`config.mk`:
```
export PLATFORM = sky130hd
export DESIGN_NAME = tower_lamp_blink_monitor_modbus
export DESIGN_NICKNAME = d
export VERILOG_FILES = /design/src/sv/tlbm_pkg.sv /design/src/sv/tlbm_queue.sv /design/src/sv/tlbm_front.sv /design/src/sv/tlbm_back.sv /design/src/sv/tower_lamp_blink_monitor_modbus.sv
export VERILOG_INCLUDE_DIRS = /design/src /design/src/sv
export SDC_FILE = /design/constraint.sdc
export NUM_CORES = 1
export LEC_CHECK = 0
export BUFFER_PORTS_ARGS = -buffer_cell sky130_fd_sc_hd__buf_2
export CORE_ASPECT_RATIO = 1.25
export CORE_UTILIZATION = 55
export CTS_BUF_LIST = sky130_fd_sc_hd__clkbuf_4 sky130_fd_sc_hd__clkbuf_8
export DETAILED_ROUTE_END_ITERATION = 8
export GPL_ROUTABILITY_DRIVEN = 0
export HOLD_SLACK_MARGIN = 0.05
export PLACE_DENSITY = 0.81
export SLEW_MARGIN = 30
export SYNTH_ARGS = -nofsm -noshare
export SYNTH_HDL_FRONTEND = slang
export SYNTH_SLANG_ARGS = --single-unit
```
`constraint.sdc`:
```
create_clock -name clk_i -period 7.5 [get_ports clk_i]
set_input_delay 0 -clock clk_i [delete_from_list [all_inputs] [get_ports clk_i]]
set_output_delay 0 -clock clk_i [all_outputs]
set_load 0.005 [all_outputs]
```
`src/sv/tower_lamp_blink_monitor_modbus_defines.svh`:
```
// assertion macros shared by the tower lamp monitor rtl
`ifndef TOWER_LAMP_BLINK_MONITOR_MODBUS_DEFINES_SVH
`define TOWER_LAMP_BLINK_MONITOR_MODBUS_DEFINES_SVH

// same-cycle implication, clocked on clk_i, off during reset
`define TLBM_ASSERT_IMP(lbl, ante, cons) \
  lbl: assert property (@(posedge clk_i) disable iff (!rst_ni) (ante) |-> (cons)) \
    else $error("tlbm: same-cycle check failed");

// next-cycle implication, clocked on clk_i, off during reset
`define TLBM_ASSERT_NXT(lbl, ante, cons) \
  lbl: assert property (@(posedge clk_i) disable iff (!rst_ni) (ante) |=> (cons)) \
    else $error("tlbm: next-cycle check failed");

`endif

```
`src/sv/tlbm_pkg.sv`:
```
// shared types, constants and crc function of the tower lamp monitor
package tlbm_pkg;

  // request buffer geometry
  localparam int ReqLen   = 6;
  localparam int ReqIdxW  = $clog2(ReqLen);
  localparam int ReqSteps = ReqLen - 2;
  localparam int StepW    = (ReqSteps > 1) ? $clog2(ReqSteps) : 1;

  // reply frame layout
  localparam int ReplyLen    = 15;
  localparam int ReplyIdxW   = $clog2(ReplyLen);
  localparam int ReplyCrcPos = ReplyLen - 2;

  localparam logic [15:0] CrcPoly   = 16'hA001;
  localparam logic [15:0] CrcInit   = 16'hFFFF;
  localparam logic [7:0]  FuncCode  = 8'h04;
  localparam logic [7:0]  ByteCount = 8'h0A;

  // command queue between front and back
  localparam int QDepth = 2;
  localparam int QPtrW  = (QDepth > 1) ? $clog2(QDepth) : 1;
  localparam int QCntW  = $clog2(QDepth + 1);

  // configuration register indexes
  localparam logic [1:0] CfgDevAddr   = 2'd0;
  localparam logic [1:0] CfgThreshold = 2'd1;
  localparam logic [1:0] CfgWindow    = 2'd2;
  localparam logic [1:0] CfgKind      = 2'd3;

  typedef enum logic [1:0] {
    ColNone   = 2'd0,
    ColRed    = 2'd1,
    ColYellow = 2'd2,
    ColGreen  = 2'd3
  } colour_e;

  typedef struct packed {
    logic [7:0]  dev_addr;
    logic [11:0] threshold;
    logic [15:0] window;
    logic [7:0]  kind;
  } cfg_t;

  // one classified item
  typedef struct packed {
    logic        is_byte;
    colour_e     colour;
    logic [15:0] timer;
    logic [7:0]  data;
  } cmd_t;

  typedef struct packed {
    logic checking;
    logic replying;
  } back_status_t;

  // one byte of crc-16/modbus, lsb first
  function automatic logic [15:0] crc_byte(input logic [15:0] crc, input logic [7:0] b);
    logic [15:0] c;
    c = crc ^ {8'h00, b};
    for (int k = 0; k < 8; k++) begin
      if (c[0]) begin
        c = (c >> 1) ^ CrcPoly;
      end else begin
        c = c >> 1;
      end
    end
    return c;
  endfunction

endpackage

```
`src/sv/tlbm_queue.sv`:
```
// short command queue between the front and back of the lamp monitor
module tlbm_queue import tlbm_pkg::*; (
  input  logic clk_i,
  input  logic rst_ni,
  input  logic push_i,
  input  cmd_t wdata_i,
  input  logic pop_i,
  output logic full_o,
  output logic empty_o,
  output cmd_t rdata_o
);

  cmd_t             mem_q [QDepth];
  logic [QPtrW-1:0] wr_ptr_q, wr_ptr_d;
  logic [QPtrW-1:0] rd_ptr_q, rd_ptr_d;
  logic [QCntW-1:0] cnt_q, cnt_d;

  assign full_o  = (cnt_q == QCntW'(QDepth));
  assign empty_o = (cnt_q == '0);
  assign rdata_o = mem_q[rd_ptr_q];

  // pointer and fill count update
  always_comb begin
    wr_ptr_d = wr_ptr_q;
    rd_ptr_d = rd_ptr_q;
    cnt_d    = cnt_q;
    if (push_i) begin
      wr_ptr_d = (wr_ptr_q == QPtrW'(QDepth - 1)) ? '0 : wr_ptr_q + 1'b1;
    end
    if (pop_i) begin
      rd_ptr_d = (rd_ptr_q == QPtrW'(QDepth - 1)) ? '0 : rd_ptr_q + 1'b1;
    end
    if (push_i && !pop_i) begin
      cnt_d = cnt_q + 1'b1;
    end else if (pop_i && !push_i) begin
      cnt_d = cnt_q - 1'b1;
    end
  end

  always_ff @(posedge clk_i or negedge rst_ni) begin
    if (!rst_ni) begin
      wr_ptr_q <= '0;
      rd_ptr_q <= '0;
      cnt_q    <= '0;
    end else begin
      wr_ptr_q <= wr_ptr_d;
      rd_ptr_q <= rd_ptr_d;
      cnt_q    <= cnt_d;
    end
  end

  // entry storage, no reset
  always_ff @(posedge clk_i) begin
    if (push_i) begin
      mem_q[wr_ptr_q] <= wdata_i;
    end
  end

endmodule

```
`src/sv/tlbm_front.sv`:
```
// input side: takes items and picks the active lamp colour
module tlbm_front import tlbm_pkg::*; (
  input  logic        s_axis_tvalid,
  output logic        s_axis_tready,
  input  logic [63:0] s_axis_tdata,
  input  logic        s_axis_tuser,
  input  logic [11:0] threshold_i,
  input  logic        q_full_i,
  output logic        push_o,
  output cmd_t        cmd_o
);

  logic [11:0] red_lvl, yel_lvl, grn_lvl;
  logic [11:0] best;
  colour_e     colour;

  assign red_lvl = s_axis_tdata[11:0];
  assign yel_lvl = s_axis_tdata[23:12];
  assign grn_lvl = s_axis_tdata[35:24];

  assign s_axis_tready = !q_full_i;
  assign push_o        = s_axis_tvalid && !q_full_i;

  // first strictly largest level, dark below threshold
  always_comb begin
    best   = '0;
    colour = ColNone;
    if (red_lvl > best) begin
      best   = red_lvl;
      colour = ColRed;
    end
    if (yel_lvl > best) begin
      best   = yel_lvl;
      colour = ColYellow;
    end
    if (grn_lvl > best) begin
      best   = grn_lvl;
      colour = ColGreen;
    end
    if (best < threshold_i) begin
      colour = ColNone;
    end
  end

  always_comb begin
    cmd_o.is_byte = s_axis_tuser;
    cmd_o.colour  = colour;
    cmd_o.timer   = s_axis_tdata[51:36];
    cmd_o.data    = s_axis_tdata[59:52];
  end

endmodule

```
`src/sv/tlbm_back.sv`:
```
// execution side: lamp state, request check and reply output
module tlbm_back import tlbm_pkg::*; (
  input  logic         clk_i,
  input  logic         rst_ni,
  input  cfg_t         cfg_i,
  input  logic         q_empty_i,
  input  cmd_t         cmd_i,
  output logic         pop_o,
  output logic         m_axis_tvalid,
  input  logic         m_axis_tready,
  output logic [7:0]   m_axis_tdata,
  output logic         m_axis_tlast,
  output back_status_t status_o
);

  typedef enum logic [1:0] {
    SIdle,
    SCheck,
    SReply
  } state_e;

  state_e               state_q, state_d;
  logic                 blinking_q, blinking_d;
  colour_e              lit_q, lit_d;
  colour_e              shown_q, shown_d;
  colour_e              current_q, current_d;
  logic [15:0]          on_start_q, on_start_d;
  logic [15:0]          red_cnt_q, red_cnt_d;
  logic [15:0]          yel_cnt_q, yel_cnt_d;
  logic [15:0]          grn_cnt_q, grn_cnt_d;
  logic [7:0]           buf_q [ReqLen];
  logic [7:0]           buf_d [ReqLen];
  logic [ReqIdxW-1:0]   cnt_q, cnt_d;
  logic [StepW-1:0]     step_q, step_d;
  logic [ReplyIdxW-1:0] idx_q, idx_d;
  logic [15:0]          crc_q, crc_d;
  logic                 m_valid_q, m_valid_d;
  logic [7:0]           m_data_q, m_data_d;
  logic                 m_last_q, m_last_d;

  logic [7:0]  reply_byte;
  logic [7:0]  crc_in;
  logic [15:0] crc_nx;
  logic [15:0] elapsed;
  logic        out_free;
  logic        addr_bad;
  logic        crc_hit;

  assign m_axis_tvalid     = m_valid_q;
  assign m_axis_tdata      = m_data_q;
  assign m_axis_tlast      = m_last_q;
  assign status_o.checking = (state_q == SCheck);
  assign status_o.replying = (state_q == SReply);

  // reply frame byte at the current position
  always_comb begin
    case (idx_q)
      ReplyIdxW'(0):  reply_byte = cfg_i.dev_addr;
      ReplyIdxW'(1):  reply_byte = FuncCode;
      ReplyIdxW'(2):  reply_byte = ByteCount;
      ReplyIdxW'(3):  reply_byte = cfg_i.kind;
      ReplyIdxW'(4):  reply_byte = {7'b0, blinking_q};
      ReplyIdxW'(5):  reply_byte = {6'b0, current_q};
      ReplyIdxW'(6):  reply_byte = {6'b0, shown_q};
      ReplyIdxW'(7):  reply_byte = red_cnt_q[15:8];
      ReplyIdxW'(8):  reply_byte = red_cnt_q[7:0];
      ReplyIdxW'(9):  reply_byte = yel_cnt_q[15:8];
      ReplyIdxW'(10): reply_byte = yel_cnt_q[7:0];
      ReplyIdxW'(11): reply_byte = grn_cnt_q[15:8];
      ReplyIdxW'(12): reply_byte = grn_cnt_q[7:0];
      ReplyIdxW'(13): reply_byte = crc_q[7:0];
      ReplyIdxW'(14): reply_byte = crc_q[15:8];
      default:        reply_byte = 8'h00;
    endcase
  end

  // one crc unit shared by the request check and the reply
  assign crc_in  = (state_q == SCheck) ? buf_q[0] : reply_byte;
  assign crc_nx  = crc_byte(crc_q, crc_in);
  assign elapsed = cmd_i.timer - on_start_q;
  assign out_free = !m_valid_q || m_axis_tready;
  assign addr_bad = (step_q == '0) && (buf_q[0] != cfg_i.dev_addr);
  assign crc_hit  = (buf_q[1] == crc_nx[7:0]) && (buf_q[2] == crc_nx[15:8]);

  always_comb begin
    state_d    = state_q;
    blinking_d = blinking_q;
    lit_d      = lit_q;
    shown_d    = shown_q;
    current_d  = current_q;
    on_start_d = on_start_q;
    red_cnt_d  = red_cnt_q;
    yel_cnt_d  = yel_cnt_q;
    grn_cnt_d  = grn_cnt_q;
    buf_d      = buf_q;
    cnt_d      = cnt_q;
    step_d     = step_q;
    idx_d      = idx_q;
    crc_d      = crc_q;
    m_valid_d  = m_valid_q;
    m_data_d   = m_data_q;
    m_last_d   = m_last_q;
    pop_o      = 1'b0;

    // output item taken
    if (m_valid_q && m_axis_tready) begin
      m_valid_d = 1'b0;
    end

    unique case (state_q)
      SIdle: begin
        if (!q_empty_i) begin
          pop_o = 1'b1;
          if (cmd_i.is_byte) begin
            // serial byte into the request buffer
            buf_d[cnt_q] = cmd_i.data;
            if (cnt_q == ReqIdxW'(ReqLen - 1)) begin
              cnt_d   = '0;
              step_d  = '0;
              crc_d   = CrcInit;
              state_d = SCheck;
            end else begin
              cnt_d = cnt_q + 1'b1;
            end
          end else begin
            // lamp sample
            current_d = cmd_i.colour;
            if (cmd_i.colour != ColNone) begin
              if (lit_q == ColNone) begin
                lit_d      = cmd_i.colour;
                on_start_d = cmd_i.timer;
              end else if (elapsed > cfg_i.window) begin
                blinking_d = 1'b0;
              end
              shown_d = cmd_i.colour;
            end else begin
              if (elapsed < cfg_i.window) begin
                blinking_d = 1'b1;
                case (lit_q)
                  ColRed:    red_cnt_d = red_cnt_q + 1'b1;
                  ColYellow: yel_cnt_d = yel_cnt_q + 1'b1;
                  ColGreen:  grn_cnt_d = grn_cnt_q + 1'b1;
                  default:   ;
                endcase
              end
              lit_d = ColNone;
            end
          end
        end
      end

      SCheck: begin
        // one prefix a cycle, buffer shifts down so the taps stay fixed
        if (!addr_bad && crc_hit) begin
          for (int k = 0; k < ReqLen; k++) begin
            buf_d[k] = 8'h00;
          end
          idx_d   = '0;
          crc_d   = CrcInit;
          state_d = SReply;
        end else if (addr_bad || step_q == StepW'(ReqSteps - 1)) begin
          for (int k = 0; k < ReqLen; k++) begin
            buf_d[k] = 8'h00;
          end
          state_d = SIdle;
        end else begin
          for (int k = 0; k < ReqLen - 1; k++) begin
            buf_d[k] = buf_q[k+1];
          end
          buf_d[ReqLen-1] = 8'h00;
          crc_d  = crc_nx;
          step_d = step_q + 1'b1;
        end
      end

      SReply: begin
        // one frame byte into the output register when it frees up
        if (out_free) begin
          m_valid_d = 1'b1;
          m_data_d  = reply_byte;
          m_last_d  = (idx_q == ReplyIdxW'(ReplyLen - 1));
          if (idx_q < ReplyIdxW'(ReplyCrcPos)) begin
            crc_d = crc_nx;
          end
          if (idx_q == ReplyIdxW'(ReplyLen - 1)) begin
            state_d = SIdle;
          end else begin
            idx_d = idx_q + 1'b1;
          end
        end
      end

      default: begin
        state_d = SIdle;
      end
    endcase
  end

  always_ff @(posedge clk_i or negedge rst_ni) begin
    if (!rst_ni) begin
      state_q    <= SIdle;
      blinking_q <= 1'b0;
      lit_q      <= ColNone;
      shown_q    <= ColNone;
      current_q  <= ColNone;
      on_start_q <= '0;
      red_cnt_q  <= '0;
      yel_cnt_q  <= '0;
      grn_cnt_q  <= '0;
      for (int k = 0; k < ReqLen; k++) begin
        buf_q[k] <= 8'h00;
      end
      cnt_q      <= '0;
      step_q     <= '0;
      idx_q      <= '0;
      crc_q      <= CrcInit;
      m_valid_q  <= 1'b0;
      m_data_q   <= 8'h00;
      m_last_q   <= 1'b0;
    end else begin
      state_q    <= state_d;
      blinking_q <= blinking_d;
      lit_q      <= lit_d;
      shown_q    <= shown_d;
      current_q  <= current_d;
      on_start_q <= on_start_d;
      red_cnt_q  <= red_cnt_d;
      yel_cnt_q  <= yel_cnt_d;
      grn_cnt_q  <= grn_cnt_d;
      buf_q      <= buf_d;
      cnt_q      <= cnt_d;
      step_q     <= step_d;
      idx_q      <= idx_d;
      crc_q      <= crc_d;
      m_valid_q  <= m_valid_d;
      m_data_q   <= m_data_d;
      m_last_q   <= m_last_d;
    end
  end

endmodule

```
`src/sv/tower_lamp_blink_monitor_modbus.sv`:
```
// top level of the tower lamp blink monitor with status reply
//
//  channel   dir  handshake                      payload
//  s_axis    in   s_axis_tvalid/s_axis_tready    tdata: levels, timer, rx byte; tuser: kind
//  m_axis    out  m_axis_tvalid/m_axis_tready    tdata: tx byte; tlast: last frame byte
//  cfg       in   cfg_we_i (no wait)             cfg_idx_i, cfg_data_i
//
// a lamp sample or a non-final serial byte is popped and absorbed in the back end's idle state
// the sixth request byte starts a crc check of up to four prefixes, one prefix per check step
// a valid request then emits 15 reply bytes, one per cycle at best, paced by m_axis_tready
// a two-entry command queue and the output register let input and output stall apart
// reset clears all state at once but the queue entry storage; no clearing pass
`include "tower_lamp_blink_monitor_modbus_defines.svh"

module tower_lamp_blink_monitor_modbus import tlbm_pkg::*; (
  input  logic        clk_i,
  input  logic        rst_ni,
  input  logic        s_axis_tvalid,
  output logic        s_axis_tready,
  // red_level[11:0], yellow_level[23:12], green_level[35:24], timer_now[51:36],
  // rx_byte[59:52], zero fill[63:60]
  input  logic [63:0] s_axis_tdata,
  // operation[0]
  input  logic        s_axis_tuser,
  output logic        m_axis_tvalid,
  input  logic        m_axis_tready,
  // tx_byte[7:0]
  output logic [7:0]  m_axis_tdata,
  output logic        m_axis_tlast,
  input  logic        cfg_we_i,
  input  logic [1:0]  cfg_idx_i,
  input  logic [15:0] cfg_data_i
);

  cfg_t         cfg_q;
  logic         q_full;
  logic         q_empty;
  logic         push;
  logic         pop;
  cmd_t         cmd_in;
  cmd_t         cmd_head;
  back_status_t back_st;

  // configuration registers
  always_ff @(posedge clk_i or negedge rst_ni) begin
    if (!rst_ni) begin
      cfg_q.dev_addr  <= 8'd1;
      cfg_q.threshold <= 12'd2000;
      cfg_q.window    <= 16'd500;
      cfg_q.kind      <= 8'd1;
    end else if (cfg_we_i) begin
      unique case (cfg_idx_i)
        CfgDevAddr:   cfg_q.dev_addr  <= cfg_data_i[7:0];
        CfgThreshold: cfg_q.threshold <= cfg_data_i[11:0];
        CfgWindow:    cfg_q.window    <= cfg_data_i;
        CfgKind:      cfg_q.kind      <= cfg_data_i[7:0];
        default:      ;
      endcase
    end
  end

  tlbm_front u_front (
    .s_axis_tvalid (s_axis_tvalid),
    .s_axis_tready (s_axis_tready),
    .s_axis_tdata  (s_axis_tdata),
    .s_axis_tuser  (s_axis_tuser),
    .threshold_i   (cfg_q.threshold),
    .q_full_i      (q_full),
    .push_o        (push),
    .cmd_o         (cmd_in)
  );

  tlbm_queue u_queue (
    .clk_i   (clk_i),
    .rst_ni  (rst_ni),
    .push_i  (push),
    .wdata_i (cmd_in),
    .pop_i   (pop),
    .full_o  (q_full),
    .empty_o (q_empty),
    .rdata_o (cmd_head)
  );

  tlbm_back u_back (
    .clk_i         (clk_i),
    .rst_ni        (rst_ni),
    .cfg_i         (cfg_q),
    .q_empty_i     (q_empty),
    .cmd_i         (cmd_head),
    .pop_o         (pop),
    .m_axis_tvalid (m_axis_tvalid),
    .m_axis_tready (m_axis_tready),
    .m_axis_tdata  (m_axis_tdata),
    .m_axis_tlast  (m_axis_tlast),
    .status_o      (back_st)
  );

  // an accepted item is waiting in the queue next cycle
  `TLBM_ASSERT_NXT(a_push_fills, s_axis_tvalid && s_axis_tready, !q_empty)
  // a stalled output item keeps its data until taken
  `TLBM_ASSERT_NXT(a_out_hold, m_axis_tvalid && !m_axis_tready,
                   m_axis_tvalid && $stable({m_axis_tdata, m_axis_tlast}))
  // a stalled output holds the reply sequencer in place
  `TLBM_ASSERT_NXT(a_reply_holds, back_st.replying && m_axis_tvalid && !m_axis_tready,
                   back_st.replying)
  // no queue pops while checking or replying
  `TLBM_ASSERT_IMP(a_pop_idle, pop, !back_st.checking && !back_st.replying)

endmodule

```
==> metrics.md <==
| Metric | Value |
|---|---|
| Pleak | `0.00738 uW` |
| Final hold viol count | `0` |
| Clock share of power | `0.192` |
| Fin crit share | `0.846` |
| Cell Area, Synth | `14400 um^2` |
| Cell taking the most area after synthesis | `dfrtp_1` |
| Synth warnings | `0` |
| Largest net degree at the start of global routing | `89` |
| H-tree depth | `2` |
| Clk_lat worst skew | `560 ps` |
| Area Growth Syn to Fin | `14.6%` |
| Post-CTS setup buffer count | `0` |
| Layout Skew | `34.5 ps` |
| WL/cell | `17.9 um` |
| Period minus WS final | `6340 ps` |
| Share of the synthesized area in the top cell type | `0.303` |
| Final Worst Setup Slack | `1160 ps` |
| Cell Pwr Density | `399 nW/um^2` |
| Mapped Cells | `1393` |
| R2r startpoint | `u_queue.rd_ptr_q` |
| Unrepaired setup endpoints after global routing | `false` |
| Final ANT Viol Nets | `0` |
| Post-synthesis sequential area ratio | `0.470` |
| Synth cell types | `80` |
| Fin Setup TNS | `0 ps` |
| Place WS | `920 ps` |
| Initial Util | `0.565` |
| Clk sinks | `258` |
| Max incr delay on CP | `830 ps` |
| Comb pwr share | `0.482` |
| Cell-internal power | `3930 uW` |
| Maximum clock path buffer count | `3` |
| Main synth FF type | `dfrtp_1` |
| Req. time, crit path | `7980 ps` |
| Global-route wire length before repair | `56500 um` |
| Worst-margin pin slew | `998 ps` |
| CP Buf/Inv Count | `0` |
| Gr usage total | `0.263` |
| Drt initial violations | `704` |
| WP data arrival | `6820 ps` |
| Crit end category | `flop` |
| Slowest CP cell | `dfrtp_1` |
| CTS root buf | `clkbuf_8` |
| Final setup vio count | `0` |
| Most instantiated library cell after synthesis | `dfrtp_1` |
| Clock tree from TritonCTS | `built` |
| I/O pins | `99` |
| Final WL | `34100 um` |
| Kind of critical path | `reg -> reg` |
| Core box area | `25500 um^2` |
| Worst hold-check path type | `in -> async` |
| Slew headroom | `0.333` |
| CP top delay family | `compound AO/OA/AOI/OAI gates` |
| Avg Vias per Cell | `5.83` |
| Vias in the first global route | `11400` |
| Max-Cap Viols | `0` |
| Port Buffers | `94` |
| Net Sw Power | `2640 uW` |
| Layout cell share with drive strength beyond 1 | `0.196` |
| Switch share | `0.402` |
| Worst R2R End | `u_back.red_cnt_q[7]` |
| Cell area after layout | `16500 um^2` |
| Flop pwr share | `0.326` |
| Slew Limit Fails | `0` |
| DIE AREA | `26800 um^2` |
| Worst R2R Path Depth | `25` |
| Worst-path clk slew | `60 ps` |
| Crit path top cell by count | `nor2_1` |
| Post-synth top cells | `dfrtp_1, nand2_1, inv_1` |
| Crit-path max FO | `15` |
| DPL Wire Length | `23700 um` |
| Antenna violations before repair | `1` |
| Die Wd | `147 um` |
| Die Y | `183 um` |
| Avg Synthesized Cell Area | `10.3 um^2` |
| Cts repair resizes | `0` |
| DR pass1 iterations | `5` |
| Power Total | `6570 uW` |
| Asr flop ratio synth | `0.791` |
| Core Rows | `65` |
| DP Area | `15100 um^2` |
| EDFF count, synth | `54` |
| Synth top area cells | `dfrtp_1, edfxtp_1, ha_1` |
| Worst vdd ir | `0.000288 V` |
| Routed via count | `11100` |
| Grt ovf | `0` |
| Startpoint Class | `flop` |
| Residual DRC count | `0` |
| FMAX | `158 MHz` |
| Run status | `finished, final reports clean` |
| Post-synth net total | `1562` |
| FF+latch count, synth | `258` |
| Reg2Reg Setup Slack | `1160 ps` |
| Final net count | `1706` |
| CTS Buf Count | `41` |
-- repair_timing --
item,CTS,global route
endpoints found under the setup margin,0,0
hold buffers,46,0
hold endpoints to repair,184,0
-- flip-flops by register name (all words and copies together), names as in the netlist, 16 cells and up --
name	count
cfg_q	44
u_back.buf_q	48
u_back.crc_q	16
u_back.grn_cnt_q	16
u_back.on_start_q	16
u_back.red_cnt_q	16
u_back.yel_cnt_q	16
u_queue.mem_q	54
-- stage by stage --
step	utilization	std cells	hold WS, ps
global route	0.647	1905	119
finish	0.647	1905	67.3
detailed placement	0.595	1783	94.9
CTS	0.647	1904	72.5
global placement	0.595	1783	98.3
floorplan	-	1393	-296
-- power by group through the flow --
stage,clock [uW],combinational [uW],sequential [uW]
after floorplan,0,2520,2030
after global placement,0,3000,2130
after detailed placement,0,3100,2150
after CTS,1280,3150,2130
after global routing,1340,3510,2180
final,1260,3170,2140
-- worst reg2reg max path, delay by kind of cell, from the launching register on --
family	cells	cell delay, ps
flops	1	830
compound gates	11	2340
xor+xnor	2	290
simple gates	9	1790
mux	1	460
fa+ha+maj	2	550
-- final cells by class --
class | count | area [um^2]
flip-flops and latches | 258 | 6760
diodes | 1 | 2.50
multi-input cells | 985 | 7020
well taps | 335 | 419
clock buffers | 65 | 788
fillers | 1951 | 8980
repair buffers | 153 | 1040
inverters | 98 | 368
clock inverters | 10 | 77.6
-- placed cells by master, fill, tap and decap left out, drive strengths merged, types with 54 or more instances in the layout --
master,synthesis,final
edfxtp,54,54
o21ai,101,101
nand2,146,146
xnor2,59,59
buf,28,106
a21oi,79,79
nor2,94,94
mux2,67,67
dfrtp,174,174
ha,80,80
clkbuf,24,66
inv,98,99
-- kinds of logic (layout without fill, tap and decap cells) --
logic type / Yosys count / in the layout / share of synthesized area
simple gates: 383 / 383 / 0.124
compound gates: 306 / 306 / 0.142
flops: 258 / 258 / 0.470
buf+inv: 150 / 326 / 0.0426
mux: 109 / 109 / 0.0819
xor+xnor: 106 / 106 / 0.0685
fa+ha+maj: 81 / 81 / 0.0710
other cells: 0 / 1 / 0
-- layer usage --
metal / vias up / GRT usage / wire (um) / part of all wire
li1: 5208 / - / - / -
met1: 5388 / 0.306 / 13200 / 0.39
met2: 393 / 0.467 / 17200 / 0.50
met3: 126 / 0.0391 / 1930 / 0.057
met4: 0 / 0.144 / 1730 / 0.051
met5: - / 0 / 0 / 0
-- worst max-delay path by stage --
stage | start | end | slack, ps | cells after the start
after global routing | u_queue.rd_ptr_q | u_back.red_cnt_q[7] | 570 | 25
after floorplan | u_queue.rd_ptr_q | u_back.red_cnt_q[7] | 1290 | 28
after global placement | u_queue.rd_ptr_q | u_back.red_cnt_q[7] | 1100 | 25
after detailed placement | u_queue.rd_ptr_q | u_back.red_cnt_q[7] | 920 | 25
final | u_queue.rd_ptr_q | u_back.red_cnt_q[7] | 1160 | 25
after CTS | u_queue.rd_ptr_q | u_back.red_cnt_q[7] | 890 | 25
(Power assumes the default switching activity.)
